## src/dstq_pkg.sv

```systemverilog
// dstq_pkg: shared constants, codes and types for the deadline sorted timer queue
// no dependencies
`timescale 1ns / 1ps
package dstq_pkg;
  localparam int QUEUE_DEPTH = 16;
  localparam int CAPACITY    = (QUEUE_DEPTH < 16) ? QUEUE_DEPTH : 16;
  localparam int PW          = $clog2(CAPACITY);
  localparam int CW          = $clog2(CAPACITY + 1);

  localparam logic [1:0] MODE_INSERT = 2'd0;
  localparam logic [1:0] MODE_DELETE = 2'd1;
  localparam logic [1:0] MODE_EXPIRE = 2'd2;
  localparam logic [1:0] MODE_CLEAR  = 2'd3;

  localparam logic [1:0] ST_OK        = 2'd0;
  localparam logic [1:0] ST_FULL      = 2'd1;
  localparam logic [1:0] ST_NOT_FOUND = 2'd2;
  localparam logic [1:0] ST_NOTHING   = 2'd3;

  localparam logic [1:0] REG_HALVE  = 2'd0;
  localparam logic [1:0] REG_OFFSET = 2'd1;
  localparam logic [1:0] REG_FREEZE = 2'd2;

  typedef struct packed {
    logic [31:0] deadline;
    logic [15:0] routine;
    logic [3:0]  hnd;
  } entry_t;

  // memory port request from the sequencer
  typedef struct packed {
    logic          rd_en;
    logic [PW-1:0] rd_addr;
    logic          wr_en;
    logic [PW-1:0] wr_addr;
    entry_t        wr_data;
  } mem_req_t;
endpackage

```

## src/dstq_mem.sv

```systemverilog
// dstq_mem: entry store, one write and one registered read port
// depends on dstq_pkg
`timescale 1ns / 1ps
module dstq_mem (
  input  logic                clk,
  input  dstq_pkg::mem_req_t  req,
  output dstq_pkg::entry_t    rd_data
);
  dstq_pkg::entry_t mem [dstq_pkg::CAPACITY];

  always_ff @(posedge clk) begin
    if (req.wr_en) mem[req.wr_addr] <= req.wr_data;
    if (req.rd_en) rd_data <= mem[req.rd_addr];
  end
endmodule

```

## src/dstq_ctrl.sv

```systemverilog
// dstq_ctrl: command sequencer, walks the entry memory for insert, delete, expire
// depends on dstq_pkg, drives dstq_mem
`timescale 1ns / 1ps
module dstq_ctrl (
  input  logic                       clk,
  input  logic                       rst,
  input  logic                       cfg_halve,
  input  logic [31:0]                cfg_offset,
  input  logic                       cfg_freeze,
  input  logic                       in_valid,
  output logic                       in_ready,
  input  logic [1:0]                 mode,
  input  logic [31:0]                now_time,
  input  logic [31:0]                hold_started_at,
  input  logic [15:0]                timeout,
  input  logic [15:0]                routine_id,
  input  logic [3:0]                 handle,
  output dstq_pkg::mem_req_t         req,
  input  dstq_pkg::entry_t           rd_data,
  output logic                       res_valid,
  input  logic                       res_ready,
  output logic [1:0]                 res_status,
  output logic [15:0]                res_id,
  output logic                       res_fired,
  output logic [3:0]                 res_handle,
  output logic                       res_last
);
  localparam int PW = dstq_pkg::PW;
  localparam int CW = dstq_pkg::CW;

  typedef enum logic [11:0] {
    S_IDLE  = 12'b000000000001,
    S_FIND  = 12'b000000000010,  // read entry idx while scanning
    S_FCHK  = 12'b000000000100,  // compare entry idx
    S_SHUP  = 12'b000000001000,  // read idx-1, or place the new entry at pos
    S_SHUPW = 12'b000000010000,  // copy entry idx-1 to idx
    S_SHDN  = 12'b000000100000,  // read idx, or finish the removal
    S_SHDNW = 12'b000001000000,  // copy entry idx to idx-1
    S_EXP   = 12'b000010000000,  // read head entry
    S_ECHK  = 12'b000100000000,  // test head entry
    S_EMIT  = 12'b001000000000,  // report the previous popped entry, not final
    S_POP   = 12'b010000000000,  // take head entry out
    S_OUT   = 12'b100000000000   // final beat of the command
  } state_t;

  state_t state;
  logic [CW-1:0] count;
  logic [dstq_pkg::CAPACITY-1:0] in_use;
  logic [1:0]  op;
  logic [31:0] dl;
  logic [31:0] adj;
  logic [15:0] rid;
  logic [3:0]  hnd;
  logic [CW-1:0] idx;
  logic [CW-1:0] idx_m1;
  logic [CW-1:0] pos;
  logic        have_pend;
  logic [15:0] pend_id;
  dstq_pkg::entry_t head_r;
  logic [1:0]  st_r;
  logic [15:0] id_r;
  logic        fired_r;
  logic [3:0]  nh_r;
  logic        beat_go;

  // lowest free handle
  logic [PW-1:0] free_h;
  logic          free_ok;
  always_comb begin
    free_h = '0;
    free_ok = 1'b0;
    for (int h = dstq_pkg::CAPACITY - 1; h >= 0; h--) begin
      if (!in_use[h]) begin
        free_h = PW'(h);
        free_ok = 1'b1;
      end
    end
  end

  logic [31:0] tmo_eff, dl_calc;
  logic        held;
  assign held    = cfg_freeze && (hold_started_at != 32'd0);
  assign tmo_eff = cfg_halve ? {17'd0, timeout[15:1]} : {16'd0, timeout};
  assign dl_calc = held ? (hold_started_at + tmo_eff - cfg_offset)
                        : (now_time + tmo_eff - cfg_offset);

  assign in_ready = (state == S_IDLE) && !res_valid;
  assign idx_m1   = idx - 1'b1;
  assign beat_go  = (state == S_OUT || state == S_EMIT) && (!res_valid || res_ready);

  // memory requests; read data comes back through the registered read port
  always_comb begin
    req.rd_en   = 1'b0;
    req.rd_addr = idx[PW-1:0];
    req.wr_en   = 1'b0;
    req.wr_addr = idx[PW-1:0];
    req.wr_data = rd_data;
    unique case (state)
      S_FIND: req.rd_en = (idx < count);
      S_SHUP: begin
        if (idx == pos) begin
          req.wr_en   = 1'b1;
          req.wr_addr = pos[PW-1:0];
          req.wr_data = '{deadline: dl, routine: rid, hnd: hnd};
        end else begin
          req.rd_en   = 1'b1;
          req.rd_addr = idx_m1[PW-1:0];
        end
      end
      S_SHUPW: req.wr_en = 1'b1;
      S_SHDN:  req.rd_en = (idx < count);
      S_SHDNW: begin
        req.wr_en   = 1'b1;
        req.wr_addr = idx_m1[PW-1:0];
      end
      S_EXP: begin
        req.rd_en   = (count != '0);
        req.rd_addr = '0;
      end
      default: ;
    endcase
  end

  always_ff @(posedge clk) begin
    if (rst) begin
      state     <= S_IDLE;
      count     <= '0;
      in_use    <= '0;
      have_pend <= 1'b0;
    end else begin
      unique case (state)
        S_IDLE: begin
          if (in_valid && in_ready) begin
            op  <= mode;
            dl  <= dl_calc;
            adj <= now_time - cfg_offset;
            rid <= routine_id;
            hnd <= (mode == dstq_pkg::MODE_INSERT) ? 4'(free_h) : handle;
            idx <= '0;
            have_pend <= 1'b0;
            id_r <= '0;
            fired_r <= 1'b0;
            nh_r <= '0;
            unique case (mode)
              dstq_pkg::MODE_INSERT: begin
                if (count >= CW'(dstq_pkg::CAPACITY) || !free_ok) begin
                  st_r <= dstq_pkg::ST_FULL;
                  state <= S_OUT;
                end else begin
                  st_r <= dstq_pkg::ST_OK;
                  state <= S_FIND;
                end
              end
              dstq_pkg::MODE_DELETE: begin
                if ({1'b0, handle} >= 5'(dstq_pkg::CAPACITY) ||
                    !in_use[PW'(handle)]) begin
                  st_r <= dstq_pkg::ST_NOT_FOUND;
                  state <= S_OUT;
                end else begin
                  st_r <= dstq_pkg::ST_OK;
                  in_use[PW'(handle)] <= 1'b0;
                  state <= S_FIND;
                end
              end
              dstq_pkg::MODE_EXPIRE: begin
                // nothing due unless an entry pops
                st_r <= dstq_pkg::ST_NOTHING;
                state <= held ? S_OUT : S_EXP;
              end
              default: begin
                st_r <= dstq_pkg::ST_OK;
                count <= '0;
                in_use <= '0;
                state <= S_OUT;
              end
            endcase
          end
        end
        S_FIND: begin
          if (idx >= count) begin
            if (op == dstq_pkg::MODE_INSERT) begin
              pos <= idx;
              state <= S_SHUP;
            end else begin
              state <= S_OUT; // handle not stored
            end
          end else begin
            state <= S_FCHK;
          end
        end
        S_FCHK: begin
          if (op == dstq_pkg::MODE_INSERT) begin
            // new entry goes ahead of equal deadlines
            if (dl <= rd_data.deadline) begin
              pos <= idx;
              idx <= count;
              state <= S_SHUP;
            end else begin
              idx <= idx + 1'b1;
              state <= S_FIND;
            end
          end else if (rd_data.hnd == hnd) begin
            idx <= idx + 1'b1;
            state <= S_SHDN;
          end else begin
            idx <= idx + 1'b1;
            state <= S_FIND;
          end
        end
        S_SHUP: begin
          if (idx == pos) begin
            count <= count + 1'b1;
            in_use[PW'(hnd)] <= 1'b1;
            nh_r <= hnd;
            state <= S_OUT;
          end else begin
            state <= S_SHUPW;
          end
        end
        S_SHUPW: begin
          idx <= idx_m1;
          state <= S_SHUP;
        end
        S_SHDN: begin
          if (idx >= count) begin
            count <= count - 1'b1;
            state <= (op == dstq_pkg::MODE_EXPIRE) ? S_EXP : S_OUT;
          end else begin
            state <= S_SHDNW;
          end
        end
        S_SHDNW: begin
          idx <= idx + 1'b1;
          state <= S_SHDN;
        end
        S_EXP: begin
          if (count == '0) begin
            if (have_pend) begin
              st_r <= dstq_pkg::ST_OK;
              id_r <= pend_id;
              fired_r <= 1'b1;
            end
            state <= S_OUT;
          end else begin
            state <= S_ECHK;
          end
        end
        S_ECHK: begin
          if (rd_data.deadline <= adj) begin
            head_r <= rd_data;
            state <= have_pend ? S_EMIT : S_POP;
          end else begin
            // the entry popped last is the final beat
            if (have_pend) begin
              st_r <= dstq_pkg::ST_OK;
              id_r <= pend_id;
              fired_r <= 1'b1;
            end
            state <= S_OUT;
          end
        end
        S_EMIT: begin
          if (beat_go) state <= S_POP;
        end
        S_POP: begin
          pend_id <= head_r.routine;
          have_pend <= 1'b1;
          in_use[PW'(head_r.hnd)] <= 1'b0;
          idx <= CW'(1);
          state <= S_SHDN;
        end
        S_OUT: begin
          if (beat_go) state <= S_IDLE;
        end
        default: state <= S_IDLE;
      endcase
    end
  end

  // result register
  always_ff @(posedge clk) begin
    if (rst) begin
      res_valid <= 1'b0;
    end else if (beat_go) begin
      res_valid <= 1'b1;
      if (state == S_EMIT) begin
        res_status <= dstq_pkg::ST_OK;
        res_id     <= pend_id;
        res_fired  <= 1'b1;
        res_handle <= '0;
        res_last   <= 1'b0;
      end else begin
        res_status <= st_r;
        res_id     <= id_r;
        res_fired  <= fired_r;
        res_handle <= nh_r;
        res_last   <= 1'b1;
      end
    end else if (res_ready) begin
      res_valid <= 1'b0;
    end
  end
endmodule

```

## src/deadline_sorted_timer_queue.sv

```systemverilog
// deadline_sorted_timer_queue: top level, config registers, memory and sequencer
// depends on dstq_pkg, dstq_mem, dstq_ctrl
//
//  channel | direction | signals
//  cfg     | in        | cfg_we, cfg_index, cfg_data
//  in      | in        | in_valid/in_ready, mode, now_time, hold_started_at,
//          |           | timeout, routine_id, handle
//  out     | out       | out_valid/out_ready, status, fired_id, fired,
//          |           | new_handle, last
//
// one command at a time; every memory read is a request followed by registered data
// insert and delete: scan entries for the slot or the handle, then move entries up or
// down to open or close the gap
// expire: reads the head and, per pop, reports the previous pop and moves entries down
// rst is synchronous; it empties the queue and clears the registers
// a stalled out beat holds the sequencer, the input is taken only when idle
`timescale 1ns / 1ps
module deadline_sorted_timer_queue (
  input  logic        clk,
  input  logic        rst,
  input  logic        cfg_we,
  input  logic [1:0]  cfg_index,
  input  logic [31:0] cfg_data,
  input  logic        in_valid,
  output logic        in_ready,
  input  logic [1:0]  mode,
  input  logic [31:0] now_time,
  input  logic [31:0] hold_started_at,
  input  logic [15:0] timeout,
  input  logic [15:0] routine_id,
  input  logic [3:0]  handle,
  output logic        out_valid,
  input  logic        out_ready,
  output logic [1:0]  status,
  output logic [15:0] fired_id,
  output logic        fired,
  output logic [3:0]  new_handle,
  output logic        last
);
  logic        halve_timeout;
  logic [31:0] stopped_clock_offset;
  logic        freeze_enable;
  dstq_pkg::mem_req_t req;
  dstq_pkg::entry_t   rd_data;

  // configuration registers
  always_ff @(posedge clk) begin
    if (rst) begin
      halve_timeout <= 1'b0;
      stopped_clock_offset <= '0;
      freeze_enable <= 1'b0;
    end else if (cfg_we) begin
      unique case (cfg_index)
        dstq_pkg::REG_HALVE:  halve_timeout <= cfg_data[0];
        dstq_pkg::REG_OFFSET: stopped_clock_offset <= cfg_data;
        dstq_pkg::REG_FREEZE: freeze_enable <= cfg_data[0];
        default: ;
      endcase
    end
  end

  dstq_mem u_mem (.clk(clk), .req(req), .rd_data(rd_data));

  dstq_ctrl u_ctrl (
    .clk(clk), .rst(rst),
    .cfg_halve(halve_timeout), .cfg_offset(stopped_clock_offset),
    .cfg_freeze(freeze_enable),
    .in_valid(in_valid), .in_ready(in_ready), .mode(mode), .now_time(now_time),
    .hold_started_at(hold_started_at), .timeout(timeout),
    .routine_id(routine_id), .handle(handle),
    .req(req), .rd_data(rd_data),
    .res_valid(out_valid), .res_ready(out_ready), .res_status(status),
    .res_id(fired_id), .res_fired(fired), .res_handle(new_handle), .res_last(last)
  );
endmodule

```

## config.mk

```make
export PLATFORM = sky130hd
export DESIGN_NAME = deadline_sorted_timer_queue
export DESIGN_NICKNAME = d
export VERILOG_FILES = /design/src/dstq_pkg.sv /design/src/dstq_mem.sv /design/src/dstq_ctrl.sv /design/src/deadline_sorted_timer_queue.sv
export SDC_FILE = /design/constraint.sdc
export NUM_CORES = 2
export LEC_CHECK = 0
export ABC_CLOCK_PERIOD_IN_PS = 15100
export BUFFER_PORTS_ARGS = -buffer_cell sky130_fd_sc_hd__clkbuf_2
export CAP_MARGIN = 20
export CORE_UTILIZATION = 45
export CTS_BUF_LIST = sky130_fd_sc_hd__clkbuf_8 sky130_fd_sc_hd__clkbuf_16
export DETAILED_ROUTE_END_ITERATION = 6
export HOLD_SLACK_MARGIN = 0.08
export PLACE_DENSITY = 0.64
export SYNTH_ARGS = -nofsm -noshare
export SYNTH_HDL_FRONTEND = slang
export SYNTH_SLANG_ARGS = --single-unit
```

## constraint.sdc

```tcl
create_clock -name clk -period 15.1 [get_ports clk]
set_input_delay 4.53 -clock clk [delete_from_list [all_inputs] [get_ports clk]]
set_output_delay 4.53 -clock clk [all_outputs]
set_load 0.05 [all_outputs]
```

**Yosys cells after proc, flatten, opt, wreduce, memory -nomap -nowiden**

Memories as Yosys holds them, arrays and structs flattened. A register that Yosys moved wholly into a read port is not among the register bits.
Cells that the tools add are included.

- $add $sub $neg: 9
- $lt $le $gt $ge: 11
- Eq/ne operators: 33
- Multiplexer cells: 116
- Bitwise operators: 6
- Reduce and logical (&&, ||, !) cells: 46

Operators by type and width:

| cell | count |
|---|---|
| 12-bit 2-to-1 mux | 14 |
| 16-bit 2-to-1 mux | 9 |
| 12-bit one-hot mux with 11 select lines | 1 |
| 16-bit one-hot mux with 3 select lines | 2 |
| 32-bit subtractor | 3 |
| 4-bit 2-to-1 mux | 20 |
| 32-bit adder | 2 |
| 32-bit <= comparator | 2 |
| 5-bit 2-to-1 mux | 12 |
| 57-bit 2-to-1 mux | 1 |
| 52-bit 2-to-1 mux | 1 |
| 12-bit one-hot mux with 3 select lines | 1 |
| 16-bit bitwise AND | 2 |
| 32-bit 2-to-1 mux | 1 |
| 16-bit NOT | 2 |
| 16-bit one-hot mux with 2 select lines | 1 |
| 32-bit nonzero test | 1 |
| 1-bit 2-to-1 mux | 30 |
| 5-bit one-hot mux with 5 select lines | 1 |
| 4-bit one-hot mux with 2 select lines | 3 |
| 2-bit by 1-bit inequality test with 1-bit output, second input constant | 9 |
| 16-bit OR | 1 |
| 4-bit by 5-bit < comparator with 1-bit output, second input constant | 3 |
| 5-bit one-hot mux with 3 select lines | 1 |
| 49 further kinds | 98 |

- Bits in registers: 248
- Memory bits (writable): 832
- Bits of input ports: 141
- Output and inout port bits: 26
- Logic and storage cells: 249
- Memories: 1

Memories:

| name | words | bits a word | read ports | clocked after Yosys merged registers in | write ports | RTL line | text |
|---|---|---|---|---|---|---|---|
| u_mem.mem | 16 | 52 | 1 | 1 | 1 | dstq_mem.sv:9 | `dstq_pkg::entry_t mem [dstq_pkg::CAPACITY];` |

**Depth between registers and ports, before layout**

- Depth after elaboration: 22
- Mapped depth: 17
- Depth with buffers taken out: 16

**Cells and area by module**

From an unflattened synthesis, not the netlist that was laid out.

- Cell total of the unflattened synthesis: 3465
- Area, all modules: 52447.8 µm²

By module, submodules not included:

| module | times used | cells an instance | area each (µm²) | seq. area each (µm²) |
|---|---|---|---|---|
| dstq_mem | 1 | 1344 | 32736.4 | 26545.5 |
| dstq_ctrl | 1 | 1973 | 18154.9 | 6075.8 |
| deadline_sorted_timer_queue | 1 | 148 | 1556.5 | 680.7 |

**Least setup slack after synthesis**

No wires, ideal clock.

- Kind: in2reg
- Start point: input port rst
- End point: register u_ctrl.adj[0], enable pin
- Library setup time: 0.532 ns
- Data arrival time: 8.534 ns
- Required time: 14.568 ns
- Path slack: 6.034 ns
- Stages: 3
- Buffers on the path: 2
- Path through: clkbuf_1 clkbuf_1 nor2_1

- Cells in the longest elaborated chain, start to end: 2

RTL lines:

| element | RTL line | text |
|---|---|---|
| start, declared | deadline_sorted_timer_queue.sv:20 | `input logic rst,` |
| 1-bit NOT (no line) | n/a |  |
| 3-bit AND reduction (no line) | n/a |  |
| end signal, assigned | dstq_ctrl.sv:136 | `adj <= now_time - cfg_offset;` |
| end, declared | dstq_ctrl.sv:51 | `logic [31:0] adj;` |

No other way between the ends.
A chain may end at the register's enable or synchronous reset.

**Worst setup path after layout**

- Start point: input port timeout[7]
- End point: register u_ctrl.dl[31] (data pin)

- Cells in the longest elaborated chain, start to end: 4
- Elaborated cells on any way between the ends: 6
- Those cells by class: add/sub (4); mux (2)

RTL lines:

| element | RTL line | text |
|---|---|---|
| start, declared | deadline_sorted_timer_queue.sv:29 | `input logic [15:0] timeout,` |
| 16-bit 2-to-1 mux (*) | dstq_ctrl.sv:83 | `assign tmo_eff = cfg_halve ? {17'd0, timeout[15:1]} : {16'd0, timeout};` |
| 32-bit adder, on equally long branches | dstq_ctrl.sv:85, dstq_ctrl.sv:84 |  |
| 32-bit subtractor, on equally long branches | dstq_ctrl.sv:85, dstq_ctrl.sv:84 |  |
| 32-bit 2-to-1 mux (*) | dstq_ctrl.sv:84 | `assign dl_calc = held ? (hold_started_at + tmo_eff - cfg_offset)` |
| net u_ctrl.dl_calc[31] | dstq_ctrl.sv:80 | `logic [31:0] tmo_eff, dl_calc;` |
| end signal, assigned | dstq_ctrl.sv:135 | `dl <= dl_calc;` |
| end, declared | dstq_ctrl.sv:50 | `logic [31:0] dl;` |

Mark *: on every way through the listed nets, which the timed path passes. The rest lies on a longest branch.

==> flow_metrics.tcl <==
set metrics [dict create \
    power_leakage_uw 0.02099 \
    grtUsageTotal 0.2166 \
    syn2layout_area_growth_pct 12.64 \
    synth_area_leaders "edfxtp_1 (60%), mux4_2 (6.8%), ha_1 (4.3%)" \
    met3WireLength_mm 9.528 \
    status "finished clean" \
    first_global_vias 31619 \
    gp_congestion 0.8924 \
    antenna_found_initial 3 \
    finalSetupViolCount 0 \
    cp_max_fo 6 \
    fin_util 0.5131 \
    worst_setup_path_end_kind "register" \
    synth_fp_nets 4184 \
    ioPinCount 167 \
    rsz0062_at_grt "no" \
    routed_via_density 5.795 \
    highest_layer "met4" \
    drt_iter0_markers 3152 \
    synth_async_sr_flop_share 0 \
    routedLengthMet1_mm 55.79 \
    drc_errors 0 \
    post-synth-top-count-cell "edfxtp_1" \
    drv_cap 0 \
    drive_gt1_frac 0.1598 \
    synth_area_um2 53080 \
    avgSynthCellArea_um2 13.92 \
    dp_hpwl_mm 76.42 \
    core_region_area_um2 116500 \
    via_count 32629 \
    cts_sinks 1132 \
    cts_buffers 113 \
    yosysUniqueCellTypes 83 \
    synthCells 3812 \
    pwr_density_cell_nw_per_um2 127.6 \
    synth_warnings 0 \
    finalWorstSetupSlack_ns 7.005 \
    crit_path_cell_trace "clkbuf_2 > mux2i_1 > fa_1 > inv_1 > ha_1 > a211oi_1 > o21bai_1 > nor4b_1 > or4_1 > a31oi_1 > a31oi_1 > o21ai_1 > a221oi_1 > xnor2_1 > mux2i_1" \
    ys_seq_elements 1132 \
    finalMaxSlewViolations 0 \
    globalRoute.totalOverflow 0 \
    crit_arrival_ns 8.49 \
    critPathMaxStageDelay_ns 0.75 \
    synth_edf_count 1063 \
    wl_per_cell_um 23.35 \
    worst_pin_slew_ns 1.167 \
    critPathSlowestCell "nor4b_1" \
    holdCritPathClass "register to register" \
    dr_wl_met2_mm 63.49 \
    die_h_um 345.4 \
    grt_start_max_net_pins 148 \
    required_ns 15.50 \
    die_w_um 345.4 \
    cp_top_family "compound AO/OA/AOI/OAI gates" \
    htreeDepth 3 \
    initial_utilization 0.4555 \
    cts-hold-fix-buffers 0 \
    period_share 0.5361 \
    slew_headroom 0.2022 \
    grt_first_pass_wirelength_mm 196.3 \
    cp-start-kind "primary input" \
    finalInstanceArea_um2 59790 \
    cts_setup_buffers 0 \
    postRouteAntennaNets 0 \
    synthFlopType "edfxtp_1" \
    yosysTopAreaCell "edfxtp_1" \
    yosys-top-cells-count "edfxtp_1 (1063), inv_1 (266), nand2_1 (258)" \
    place_area_um2 55940 \
    root_buffer "clkbuf_16" \
    fin_skew_ns 0.04134 \
    fin_setup_tns_ns 0 \
    ys_seq_area_frac 0.6274 \
    rows 125 \
    synth_top_area_share 0.6014 \
    fp.dieArea_um2 119300 \
    worstSkewPairLatency_ns 0.70 \
    routed_wl_mm 131.5 \
    vdd_drop_max_mv 0.09907 \
    fin_crit_ns 8.095 \
    fmax_ghz 0.1235 \
    place_ws_ns 6.503 \
    path_class "primary input to register" \
    cts_tree "yes" \
    drtPass1Iterations 5 \
    clkTransAtPathRegs_ns 0.06 \
    ctsResizeCount 0 \
    hold_viol 0 \
    nets 4379 \
    io_buffers 166 \
    cts_buffer_depth 3 \
    crit_buf_inv 2 \
]
==> layout by cell type (no fill, tap or decap), types with 13 or more instances in the layout <==
cell       instances
inv_1            293
xnor2_1           63
a211oi_1          75
nor3_1            26
nor2b_1           25
edfxtp_1        1063
mux2_2            39
nand4_1           77
xor2_1            42
bufinv_16         17
mux2i_1           40
a21o_1            53
o21bai_1          13
a22oi_1           53
nand2b_1         178
clkinv_2          19
dfxtp_1           69
mux4_2           161
clkinv_1          21
o21a_1            18
o21ai_0          190
clkbuf_16        114
a31oi_1           30
a21oi_1          237
nor2_1           127
nand3_1           89
clkbuf_2         165
and2_1            16
ha_1             182
nor2_4            18
o21ai_1           23
nand2_1          258
fa_1              48
buf_4             74
==> registers in the layout, indices dropped and copies added (netlist names), 20 cells and up <==
register	cells
stopped_clock_offset	32
u_ctrl.adj	32
u_ctrl.dl	32
u_ctrl.head_r	20
u_mem.mem	832
u_mem.rd_data	52
==> report_power, final <==
| group | switching (µW) | internal (µW) | total (µW) |
|---|---|---|---|
| Combinational | 733 | 468 | 1200 |
| Clock | 1200 | 1680 | 2880 |
| Sequential | 47.6 | 3500 | 3550 |
==> path summary, 6_finish.rpt <==
path                          start                  to  slack (ns)  cells after the start
hold / removal    u_ctrl.head_r[14]  u_ctrl.pend_id[10]        0.42                      0
setup reg to reg      u_ctrl.idx[0]   u_mem.rd_data[26]        8.78                     10
hold reg to reg   u_ctrl.head_r[14]  u_ctrl.pend_id[10]        0.42                      0
setup / recovery         timeout[7]       u_ctrl.dl[31]        7.00                     15
==> final cells by class <==
cell class                 instances  area (µm²)
multi-input combinational       2250       18260
clock inverter                    97       947.2
inverter                         266       998.5
tap                             1524        1907
timing repair buffer             244        1481
clock buffer                     117        2894
fill                            9644       56730
antenna                            1       2.502
sequential                      1132       33300
==> cell families (layout without fill, tap and decap cells) <==
logic type / Yosys count / in the layout / synth area share
compound gates: 778 / 778 / 0.08969
xor+xnor: 106 / 106 / 0.01784
fa+ha+maj: 231 / 231 / 0.06124
buf+inv: 430 / 724 / 0.03373
flops: 1132 / 1132 / 0.6274
mux: 240 / 240 / 0.08413
other cells: 0 / 1 / 0
simple gates: 895 / 895 / 0.08595
==> metrics by stage <==
step	total power [µW]	hold WS, ns	std cells
global placement	4792	0.4038	5414
global route	7915	0.4248	5630
finish	7632	0.4198	5631
CTS	7681	0.4205	5630
floorplan	4472	0.4003	3812
detailed placement	4810	0.4057	5416
==> per-layer routing <==
layer | GRT usage | vias to the layer above
met3 | 0.02716 | 170
met4 | 0.05521 | 0
met2 | 0.3569 | 1210
met5 | 0 | -
met1 | 0.3046 | 16431
li1 | - | 14818
No activity file was read; power rests on OpenSTA's default activity.
